--- config.mk ---
export PLATFORM = sky130hd
export DESIGN_NAME = ascii_integer_parser
export DESIGN_NICKNAME = d
export VERILOG_FILES = /design/src/hw/rtl/aip_pkg.sv /design/src/hw/rtl/aip_char_class.sv /design/src/hw/rtl/aip_core.sv /design/src/hw/rtl/ascii_integer_parser.sv
export SDC_FILE = /design/constraint.sdc
export NUM_CORES = 1
export LEC_CHECK = 0
export BUFFER_PORTS_ARGS = -buffer_cell sky130_fd_sc_hd__buf_2
export CORE_MARGIN = 3
export CORE_UTILIZATION = 25
export DETAILED_ROUTE_END_ITERATION = 16
export HOLD_SLACK_MARGIN = 0.02
export PLACE_DENSITY = 0.49
export SLEW_MARGIN = 10
export SYNTH_ARGS = -nofsm -noshare
export SYNTH_HDL_FRONTEND = slang
export SYNTH_SLANG_ARGS = --single-unit
--- constraint.sdc ---
create_clock -name clk -period 4.5 [get_ports clk]
set_clock_uncertainty 0.2 [all_clocks]
set_input_delay 0.225 -clock clk [delete_from_list [all_inputs] [get_ports clk]]
set_output_delay 0.225 -clock clk [all_outputs]
set_load 0.01 [all_outputs]
--- src/hw/rtl/aip_pkg.sv ---
package aip_pkg;

  localparam int CHAR_W      = 8;
  localparam int VALUE_W     = 64;
  localparam int OFFSET_W    = 12;
  localparam int DIGIT_W     = 4;
  localparam int IN_TDATA_W  = 8;
  localparam int OUT_TDATA_W = ((VALUE_W + OFFSET_W + 7) / 8) * 8;
  localparam int OUT_PAD_W   = OUT_TDATA_W - VALUE_W - OFFSET_W;

  localparam int STRING_MAX_DFLT = 4095;

  localparam logic [CHAR_W-1:0] CH_TAB   = 8'd9;
  localparam logic [CHAR_W-1:0] CH_CR    = 8'd13;
  localparam logic [CHAR_W-1:0] CH_SPACE = 8'd32;
  localparam logic [CHAR_W-1:0] CH_PLUS  = 8'h2b;
  localparam logic [CHAR_W-1:0] CH_MINUS = 8'h2d;
  localparam logic [CHAR_W-1:0] CH_0     = 8'h30;
  localparam logic [CHAR_W-1:0] CH_9     = 8'h39;
  localparam logic [CHAR_W-1:0] CH_UA    = 8'h41;
  localparam logic [CHAR_W-1:0] CH_UF    = 8'h46;
  localparam logic [CHAR_W-1:0] CH_UX    = 8'h58;
  localparam logic [CHAR_W-1:0] CH_LA    = 8'h61;
  localparam logic [CHAR_W-1:0] CH_LF    = 8'h66;
  localparam logic [CHAR_W-1:0] CH_LX    = 8'h78;

  typedef struct packed {
    logic               is_blank;
    logic               is_plus;
    logic               is_minus;
    logic               is_dec;
    logic               is_x;
    logic               is_alpha;   // a-f or A-F
    logic [DIGIT_W-1:0] digit;
  } char_class_t;

  typedef struct packed {
    logic [VALUE_W-1:0]  value;
    logic [OFFSET_W-1:0] end_offset;
    logic                number_found;
  } aip_result_t;

endpackage

--- src/hw/rtl/aip_char_class.sv ---
module aip_char_class (
  input  logic [aip_pkg::CHAR_W-1:0] character,
  output aip_pkg::char_class_t       cls
);
  import aip_pkg::*;

  logic             lower;
  logic             upper;
  logic [CHAR_W-1:0] alpha_val;

  always_comb begin
    lower     = (character >= CH_LA) && (character <= CH_LF);
    upper     = (character >= CH_UA) && (character <= CH_UF);
    // letter value: low nibble of the code is 1..6 for both cases
    alpha_val = {4'b0, character[3:0]} + 8'd9;

    cls          = '0;
    cls.is_blank = ((character >= CH_TAB) && (character <= CH_CR)) || (character == CH_SPACE);
    cls.is_plus  = (character == CH_PLUS);
    cls.is_minus = (character == CH_MINUS);
    cls.is_dec   = (character >= CH_0) && (character <= CH_9);
    cls.is_x     = (character == CH_LX) || (character == CH_UX);
    cls.is_alpha = lower || upper;
    if (cls.is_dec) begin
      cls.digit = character[DIGIT_W-1:0];
    end else begin
      cls.digit = alpha_val[DIGIT_W-1:0];
    end
  end

endmodule

--- src/hw/rtl/aip_core.sv ---
module aip_core #(
  parameter int STRING_MAX = aip_pkg::STRING_MAX_DFLT
) (
  input  logic                 clk,
  input  logic                 rst_n,
  input  logic                 accept,
  input  aip_pkg::char_class_t cls,
  output logic                 res_valid,
  output aip_pkg::aip_result_t res
);
  import aip_pkg::*;

  localparam int PosW = $clog2(STRING_MAX + 1);

  typedef enum logic [1:0] {
    PH_SPACE,
    PH_SIGNED,
    PH_ZERO,
    PH_DIGITS
  } phase_t;

  phase_t               phase_r, phase_nxt;
  logic [VALUE_W-1:0]   acc_r, acc_nxt;
  logic                 minus_r, minus_nxt;
  logic                 hex_r, hex_nxt;
  logic [PosW-1:0]      pos_r, pos_nxt;
  logic                 seen_r, seen_nxt;

  logic                 taken;
  logic [VALUE_W-1:0]   digit_ext;
  logic [VALUE_W-1:0]   acc_x10;
  logic [VALUE_W-1:0]   acc_x16;
  logic [PosW+OFFSET_W-1:0] pos_ext;

  assign digit_ext = {{(VALUE_W-DIGIT_W){1'b0}}, cls.digit};
  assign acc_x10   = {acc_r[VALUE_W-4:0], 3'b000} + {acc_r[VALUE_W-2:0], 1'b0} + digit_ext;
  assign acc_x16   = {acc_r[VALUE_W-5:0], cls.digit};
  assign pos_ext   = {{OFFSET_W{1'b0}}, pos_r};

  always_comb begin
    taken     = 1'b0;
    phase_nxt = phase_r;
    acc_nxt   = acc_r;
    minus_nxt = minus_r;
    hex_nxt   = hex_r;
    seen_nxt  = seen_r;

    case (phase_r)
      PH_SPACE, PH_SIGNED: begin
        if ((phase_r == PH_SPACE) && cls.is_blank) begin
          taken = 1'b1;
        end else if ((phase_r == PH_SPACE) && (cls.is_plus || cls.is_minus)) begin
          taken     = 1'b1;
          minus_nxt = cls.is_minus;
          phase_nxt = PH_SIGNED;
        end else if (cls.is_dec) begin
          // first digit; a leading zero may open a hex prefix
          taken     = 1'b1;
          seen_nxt  = 1'b1;
          acc_nxt   = digit_ext;
          phase_nxt = (cls.digit == '0) ? PH_ZERO : PH_DIGITS;
        end
      end
      PH_ZERO: begin
        if (cls.is_x) begin
          taken     = 1'b1;
          hex_nxt   = 1'b1;
          phase_nxt = PH_DIGITS;
        end else if (cls.is_dec) begin
          taken     = 1'b1;
          acc_nxt   = digit_ext;
          phase_nxt = PH_DIGITS;
        end
      end
      PH_DIGITS: begin
        if (cls.is_dec || (hex_r && cls.is_alpha)) begin
          taken   = 1'b1;
          acc_nxt = hex_r ? acc_x16 : acc_x10;
        end
      end
      default: begin
        phase_nxt = PH_SPACE;
      end
    endcase

    if (taken && (pos_r < PosW'(STRING_MAX))) begin
      pos_nxt = pos_r + 1'b1;
    end else begin
      pos_nxt = pos_r;
    end
  end

  // terminating character: report, then start over
  assign res_valid        = accept && !taken;
  assign res.number_found = seen_r;
  assign res.value        = !seen_r ? '0 : (minus_r ? ('0 - acc_r) : acc_r);
  assign res.end_offset   = seen_r ? pos_ext[OFFSET_W-1:0] : '0;

  always_ff @(posedge clk) begin
    if (!rst_n || (accept && !taken)) begin
      phase_r <= PH_SPACE;
      acc_r   <= '0;
      minus_r <= 1'b0;
      hex_r   <= 1'b0;
      pos_r   <= '0;
      seen_r  <= 1'b0;
    end else if (accept) begin
      phase_r <= phase_nxt;
      acc_r   <= acc_nxt;
      minus_r <= minus_nxt;
      hex_r   <= hex_nxt;
      pos_r   <= pos_nxt;
      seen_r  <= seen_nxt;
    end
  end

endmodule

--- src/hw/rtl/ascii_integer_parser.sv ---
// Streaming string-to-integer converter. One character enters per item, one item per clock
// when the output side keeps up; the parse state (phase, 64-bit accumulator, sign, base,
// position) lives in one register bank that the character updates with a
// shift-add of the accumulator. Leading white space, a leading sign, a 0x prefix and digits
// produce nothing; the first other character (NUL always counts as one) produces one result
// item in the output register in the next cycle and clears the state, so the next string may
// follow at once. A result carries the value (negated for '-'), the offset of the terminating
// character (saturating at STRING_MAX, low 12 bits shown) and a found flag; with no digit both
// value and offset are zero. Input is stalled only while a result sits in the output register
// and is not being taken. No clearing pass after reset.
module ascii_integer_parser #(
  parameter int STRING_MAX = aip_pkg::STRING_MAX_DFLT
) (
  input  logic                             clk,
  input  logic                             rst_n,
  input  logic                             in_tvalid,
  output logic                             in_tready,
  input  logic [aip_pkg::IN_TDATA_W-1:0]   in_tdata,   // [7:0] character
  output logic                             out_tvalid,
  input  logic                             out_tready,
  output logic [aip_pkg::OUT_TDATA_W-1:0]  out_tdata,  // [63:0] value, [75:64] end_offset
  output logic                             out_tuser   // [0] number_found
);
  import aip_pkg::*;

  char_class_t cls;
  aip_result_t res;
  logic        res_valid;
  logic        accept;

  logic                   out_valid_r;
  logic [OUT_TDATA_W-1:0] out_data_r;
  logic                   out_user_r;

  assign in_tready = !out_valid_r || out_tready;
  assign accept    = in_tvalid && in_tready;

  aip_char_class u_class (
    .character (in_tdata[CHAR_W-1:0]),
    .cls       (cls)
  );

  aip_core #(
    .STRING_MAX (STRING_MAX)
  ) u_core (
    .clk       (clk),
    .rst_n     (rst_n),
    .accept    (accept),
    .cls       (cls),
    .res_valid (res_valid),
    .res       (res)
  );

  always_ff @(posedge clk) begin
    if (!rst_n) begin
      out_valid_r <= 1'b0;
    end else if (res_valid) begin
      out_valid_r <= 1'b1;
    end else if (out_tready) begin
      out_valid_r <= 1'b0;
    end
  end

  always_ff @(posedge clk) begin
    if (res_valid) begin
      out_data_r <= {{OUT_PAD_W{1'b0}}, res.end_offset, res.value};
      out_user_r <= res.number_found;
    end
  end

  assign out_tvalid = out_valid_r;
  assign out_tdata  = out_data_r;
  assign out_tuser  = out_user_r;

endmodule

Word-level counts from Yosys, hierarchy flattened
Index checks and enable logic that the tools add are counted.
{"block": "word_totals", "regBits": 159, "in_bits": 12, "out_inout_bits": 83}
{"block": "classes", "addsub": 5, "n_lt_le_gt_ge": 9, "eq_ne": 14, "muxes": 24, "bitwise_logic": 2, "reduce_logical": 31}
{"op": "two-way mux 64 bit", "n": 7}
{"op": "one-hot mux 64 bit (3 select lines)", "n": 1}
{"op": "adder 64 x 4 -> 64 bit", "n": 1}
{"op": "adder 64 bit", "n": 1}
{"op": "subtractor 1 x 64 -> 64 bit (first input constant)", "n": 1}
{"op": "equality test 8 x 6 -> 1 bit (second input constant)", "n": 3}
{"op": "equality test 8 x 7 -> 1 bit (second input constant)", "n": 2}
{"op": ">= comparator 8 x 7 -> 1 bit (second input constant)", "n": 2}
{"op": "<= comparator 8 x 7 -> 1 bit (second input constant)", "n": 2}
{"op": "AND reduction 5 bit", "n": 3}
{"op": "adder 12 x 1 -> 12 bit (second input constant)", "n": 1}
{"op": "less-than comparator 12 bit (second input constant)", "n": 1}
{"op": "logical AND 1 bit", "n": 10}
{"op": "two-way mux 2 bit", "n": 5}
{"op": ">= comparator 8 x 4 -> 1 bit (second input constant)", "n": 1}
{"op": ">= comparator 8 x 6 -> 1 bit (second input constant)", "n": 1}
{"op": "<= comparator 8 x 4 -> 1 bit (second input constant)", "n": 1}
{"op": "<= comparator 8 x 6 -> 1 bit (second input constant)", "n": 1}
{"op": "two-way mux 1 bit", "n": 8}
{"op": "logical OR 1 bit", "n": 7}
{"op": "inequality test 2 bit (second input constant)", "n": 3}
{"op": "adder 4 bit (second input constant)", "n": 1}
{"op": "equality test 2 bit (second input constant)", "n": 2}
{"op": "zero test 4 bit", "n": 1}
{"op": "other kinds (15)", "n": 19}

Longest topological paths before layout
{"block": "logic_depth", "word_depth": 10, "mapped_depth": 23, "mapped_depth_nobuf": 23}

Hierarchy
Synthesis repeated with hierarchy kept, for this count alone.
{"block": "hier_totals", "hier_cells": 1455, "area_unflattened_um2": 12640.9}
{"mod": "aip_core", "instances": 1, "cells_each": 1327, "area_each_um2": 9925.8}
{"mod": "ascii_integer_parser", "instances": 1, "cells_each": 87, "area_each_um2": 2403.6}
{"mod": "aip_char_class", "instances": 1, "cells_each": 41, "area_each_um2": 311.5}

Least setup slack after synthesis
Ideal clock, no wire load.
{"block": "synth_timing", "path_kind": "input to register", "from": "input port in_tdata[1] (netlist name)", "to": "register u_core.acc_r[63]", "setup_time_ns": 0.086, "arrival_ns": 4.399, "t_required_ns": 4.214, "slack_ns": -0.184, "path_stages": 20, "n_path_buf": 0, "path_cell_list": "inv_1 -> ha_1 -> nor2_1 -> o21ai_0 -> nand4_1 -> nand2_1 -> xnor2_1 -> fa_1 -> ha_1 -> a21oi_1 -> nand4b_1 -> a211oi_1 -> a311oi_1 -> nand2_1 -> a41o_1 -> a31oi_1 -> o31ai_1 -> a41oi_1 -> mux2_2 -> a211oi_1"}
{"block": "synth_via", "elab_chain_len": 10, "elab_cells_between_ends": 49, "cone_classes": "2 x add/sub; 8 x order compare; 9 x eq/ne; 14 x mux; 16 x reduce/logical"}
{"element": "start: declaration", "line_no": "ascii_integer_parser.sv:18", "rtl": "input logic [aip_pkg::IN_TDATA_W-1:0] in_tdata,"}
{"element": "parallel branches: the longest is 10 deep, another holds adder 64 x 4 -> 64 bit"}
{"element": "end signal: assignment", "line_no": "aip_core.sv:109", "rtl": "acc_r <= acc_nxt;"}
{"element": "end: declaration", "line_no": "aip_core.sv:23", "rtl": "logic [VALUE_W-1:0] acc_r, acc_nxt;"}
Several ways; the timed one is not identified. The select of a mux whose other input is x is not followed.
A chain may end at the register's enable or synchronous reset.

Final worst setup path
{"block": "layout_timing", "from": "input port in_tdata[0] (netlist name)", "to": "register u_core.acc_r[63]"}
The elaborated chain is that of the path after synthesis.

==> results.cfg <==
[clock_tree]
numCtsBuffers = 17
tritoncts = built
h-tree-depth = 4
cts_sinks = 159
clock_path_buffers = 2
clk_latency_ps = 440
path_clk_slew_ps = 70
cts-root-buf = clkbuf_16

[timing]
hold_viol = 0
post-route-period-util = 0.9464
setup_viol = 0
slew-limit-headroom = 0.2951
worst_slack_ps = 241.1
max_freq_mhz = 234.8
worstMarginPinSlew_ps = 1057
drv_slew = 0
layout_min_cycle_time_ps = 4259

[critical_path]
reg2reg_depth = 13
reg2reg_setup_slack_ps = 540
startpoint_type = input pin
critPathLaunch = in_tdata[0]
critPathArrivalTime_ps = 4420
r2r_end = u_core.acc_r[63]
worstPathMaxFanout = 3
endpoint_kind = flip-flop
path_class = in -> reg
cp.required_ps = 4660
r2r_start = u_core.acc_r[7]
endpoint = u_core.acc_r[63]

[final_layout]
drive_gt1_frac = 0.1674
finalNetCount = 1646
antenna_cells = 0
syn_to_final_growth_pct = 18.42

[global_route]
grt_use_total = 0.1430
grtUsageMet1 = 0.1993
antenna_found_initial = 1
grt_max_degree = 79
grt_pass1_wl_mm = 58.84
grt.overflow.total = 0
met3_usage = 0.01903
grt_busiest_layer = met2
met2_usage = 0.2310
grt_pass1_vias = 10630

[synthesis]
synth_seq_cells = 159
ys.flop_type = dfxtp_1
ys_warn_count = 0
synth_cell_types = 69
synth-seq-area-share = 0.3251
avgSynthCellArea_um2 = 8.744
synth_area_um2 = 12160
synthArstFlopShare = 0
synth-edff-count = 77
synthCells = 1391

[worst_hold_path]
min_path_type = in -> reg
hold_depth = 3

[routing]
wire_per_inst_um = 17.38
drc = 0
drtIter0Drc = 745
wirelength_mm = 37.05
dr.pass1.iters = 5
ant_nets = 0
vias = 10890
viasPerCell = 5.106

[die]
die_h_um = 226.6
die_area_um2 = 51330
ios = 95
start_util = 0.2537
core_um2 = 47950
die_x_um = 226.6
row_count = 80

[power_and_ir_drop]
pwr_density_cell_nw_per_um2 = 219.1
p_leak_nw = 6.225
power.total_mw = 3.157
ir_drop_uv = 265.2

[placement]
place_ws_ps = -551.3
gp_congestion = 0.8770
port_buffers = 90
dpl.hpwl_mm = 27.60

[status]
status = finished clean

[flow_run]
cap_violations = 0
-- cell families (layout without fill, tap and decap cells) --
family / Yosys count / after routing / share of synthesized area
xor+xnor: 128 / 128 / 0.09217
fa+ha+maj: 130 / 130 / 0.1350
other cells: 1 / 4 / 0.0003083
mux: 9 / 9 / 0.007612
buf+inv: 109 / 232 / 0.03487
compound gates: 409 / 409 / 0.2175
flops: 159 / 159 / 0.3251
simple gates: 446 / 446 / 0.1875
-- cell usage after synthesis (14+ instances only) --
cell type / number / area share
ha_1: 128 / 0.13
nand2_1: 118 / 0.036
a21oi_1: 110 / 0.045
xnor2_1: 102 / 0.073
nor2_1: 96 / 0.030
o21ai_0: 86 / 0.035
dfxtp_1: 82 / 0.13
edfxtp_1: 77 / 0.19
and2_1: 75 / 0.039
clkbuf_1: 70 / 0.022
a21o_1: 35 / 0.022
a22oi_1: 33 / 0.020
inv_1: 31 / 0.0096
o31ai_1: 31 / 0.019
xor2_1: 26 / 0.019
nand3_1: 23 / 0.0095
nand4_1: 23 / 0.012
or3_1: 20 / 0.010
nor3_1: 17 / 0.0070
o22ai_1: 16 / 0.0082
nor2b_1: 14 / 0.0072
-- metrics by stage --
step | std cells | utilization | instance area (um2) | TNS, ps | hold WS (ps)
6_report | 2132 | 0.3004 | 14400 | 0 | 32.53
5_1_grt | 2132 | 0.3004 | 14400 | -41.83 | 60.72
3_5_place_dp | 2093 | 0.2850 | 13660 | -9002 | 293.9
3_3_place_gp | 2093 | 0.2850 | 13660 | -5639 | 277.9
2_1_floorplan | 1394 | - | 12200 | 0 | 178.8
4_1_cts | 2126 | 0.2968 | 14230 | 0 | 22.41
-- cell type report --
class                   count  area [um2]
clock buffers              18       439.2
well taps                 615       769.5
clock inverters            14       107.6
inverters                  31       116.4
repair buffers            169        1046
multi-input cells        1126        7968
fillers                  5104       33540
flip-flops and latches    159        3958
-- flip-flops by register name, summed over array words and instances (netlist names) --
name / cells
out_tdata: 76
u_core.minus_r: 1
u_core.acc_r: 64
out_tuser: 1
u_core.seen_r: 1
u_core.phase_r: 2
out_tvalid: 1
u_core.hex_r: 1
u_core.pos_r: 12
-- how the worst min path moves through the flow --
stage | to | slack [ps] | from
2_1_floorplan | out_tvalid | 180 | rst_n
6_report | out_tvalid | 30 | out_tready
4_1_cts | out_tvalid | 20 | out_tready
5_1_grt | u_core.hex_r | 60 | in_tvalid
3_5_place_dp | u_core.pos_r[8] | 290 | u_core.pos_r[8]
3_3_place_gp | u_core.pos_r[9] | 280 | u_core.pos_r[9]
-- worst max-delay path: stages --
cell and delay [ps]:
buf_2 120, inv_2 60, ha_2 170, nor2_1 50, o21ai_1 170, nand4_1 190
nand2_1 150, xnor2_2 150, fa_1 480, ha_1 300, a21oi_2 140, nand4b_1 170
a211oi_2 130, a311oi_2 340, nand2_1 120, a41o_1 320, a31oi_4 260, o31ai_4 110
a41oi_2 180, mux2_2 350, a211oi_1 210
-- metal layers --
| metal | vias to the layer above | wire [um] |
|---|---|---|
| met3 | 37 | 1526 |
| met2 | 249 | 16850 |
| met5 | - | 17 |
| met4 | 2 | 611 |
| li1 | 5354 | - |
| met1 | 5244 | 18040 |
-- power by group --
part           switching (mW)  internal, mW
sequential             0.0129          1.56
combinational           0.124        0.0654
clock                   0.667         0.729
-- layout by cell type, fill, tap and decap left out, types with 5 or more instances in the layout --
cell       netlist  final
and2_1          75     75
nor4_1           6      5
or3_1           20     20
nand2_1        118    117
buf_4            4     78
mux2i_1          7      7
a22o_1           8      8
o22ai_1         16     16
xor2_1          26     25
o211ai_1         6      6
a31oi_1         11      9
nand4_1         23     23
nor2b_1         14     13
a21oi_1        110    107
dfxtp_1         82     79
ha_1           128    126
a222oi_1         7      7
a211oi_1         9      7
nand3_1         23     22
nor2_1          96     96
o21bai_1        10     10
o41ai_1          8      8
a22oi_1         33     33
nand2b_1         9      8
a21o_1          35     35
or4_1           10     10
xnor2_1        102    101
o31ai_1         31     26
edfxtp_1        77     77
clkbuf_16        0     17
and3_1          11     10
nor3_1          17     16
buf_2            0     90
o21ai_0         86     83
a32oi_1          8      8
inv_1           31     29
-- timing repair --
item / 4_1_cts / 5_1_grt
endpoints found under the hold margin: 1 / 0
buffers inserted: 0 / 6
hold buffers: 1 / 0
resized for setup: 2 / 28
pin swaps: 0 / 19
setup endpoints to repair: 5 / 29
Power figures use the tool's default switching activity.
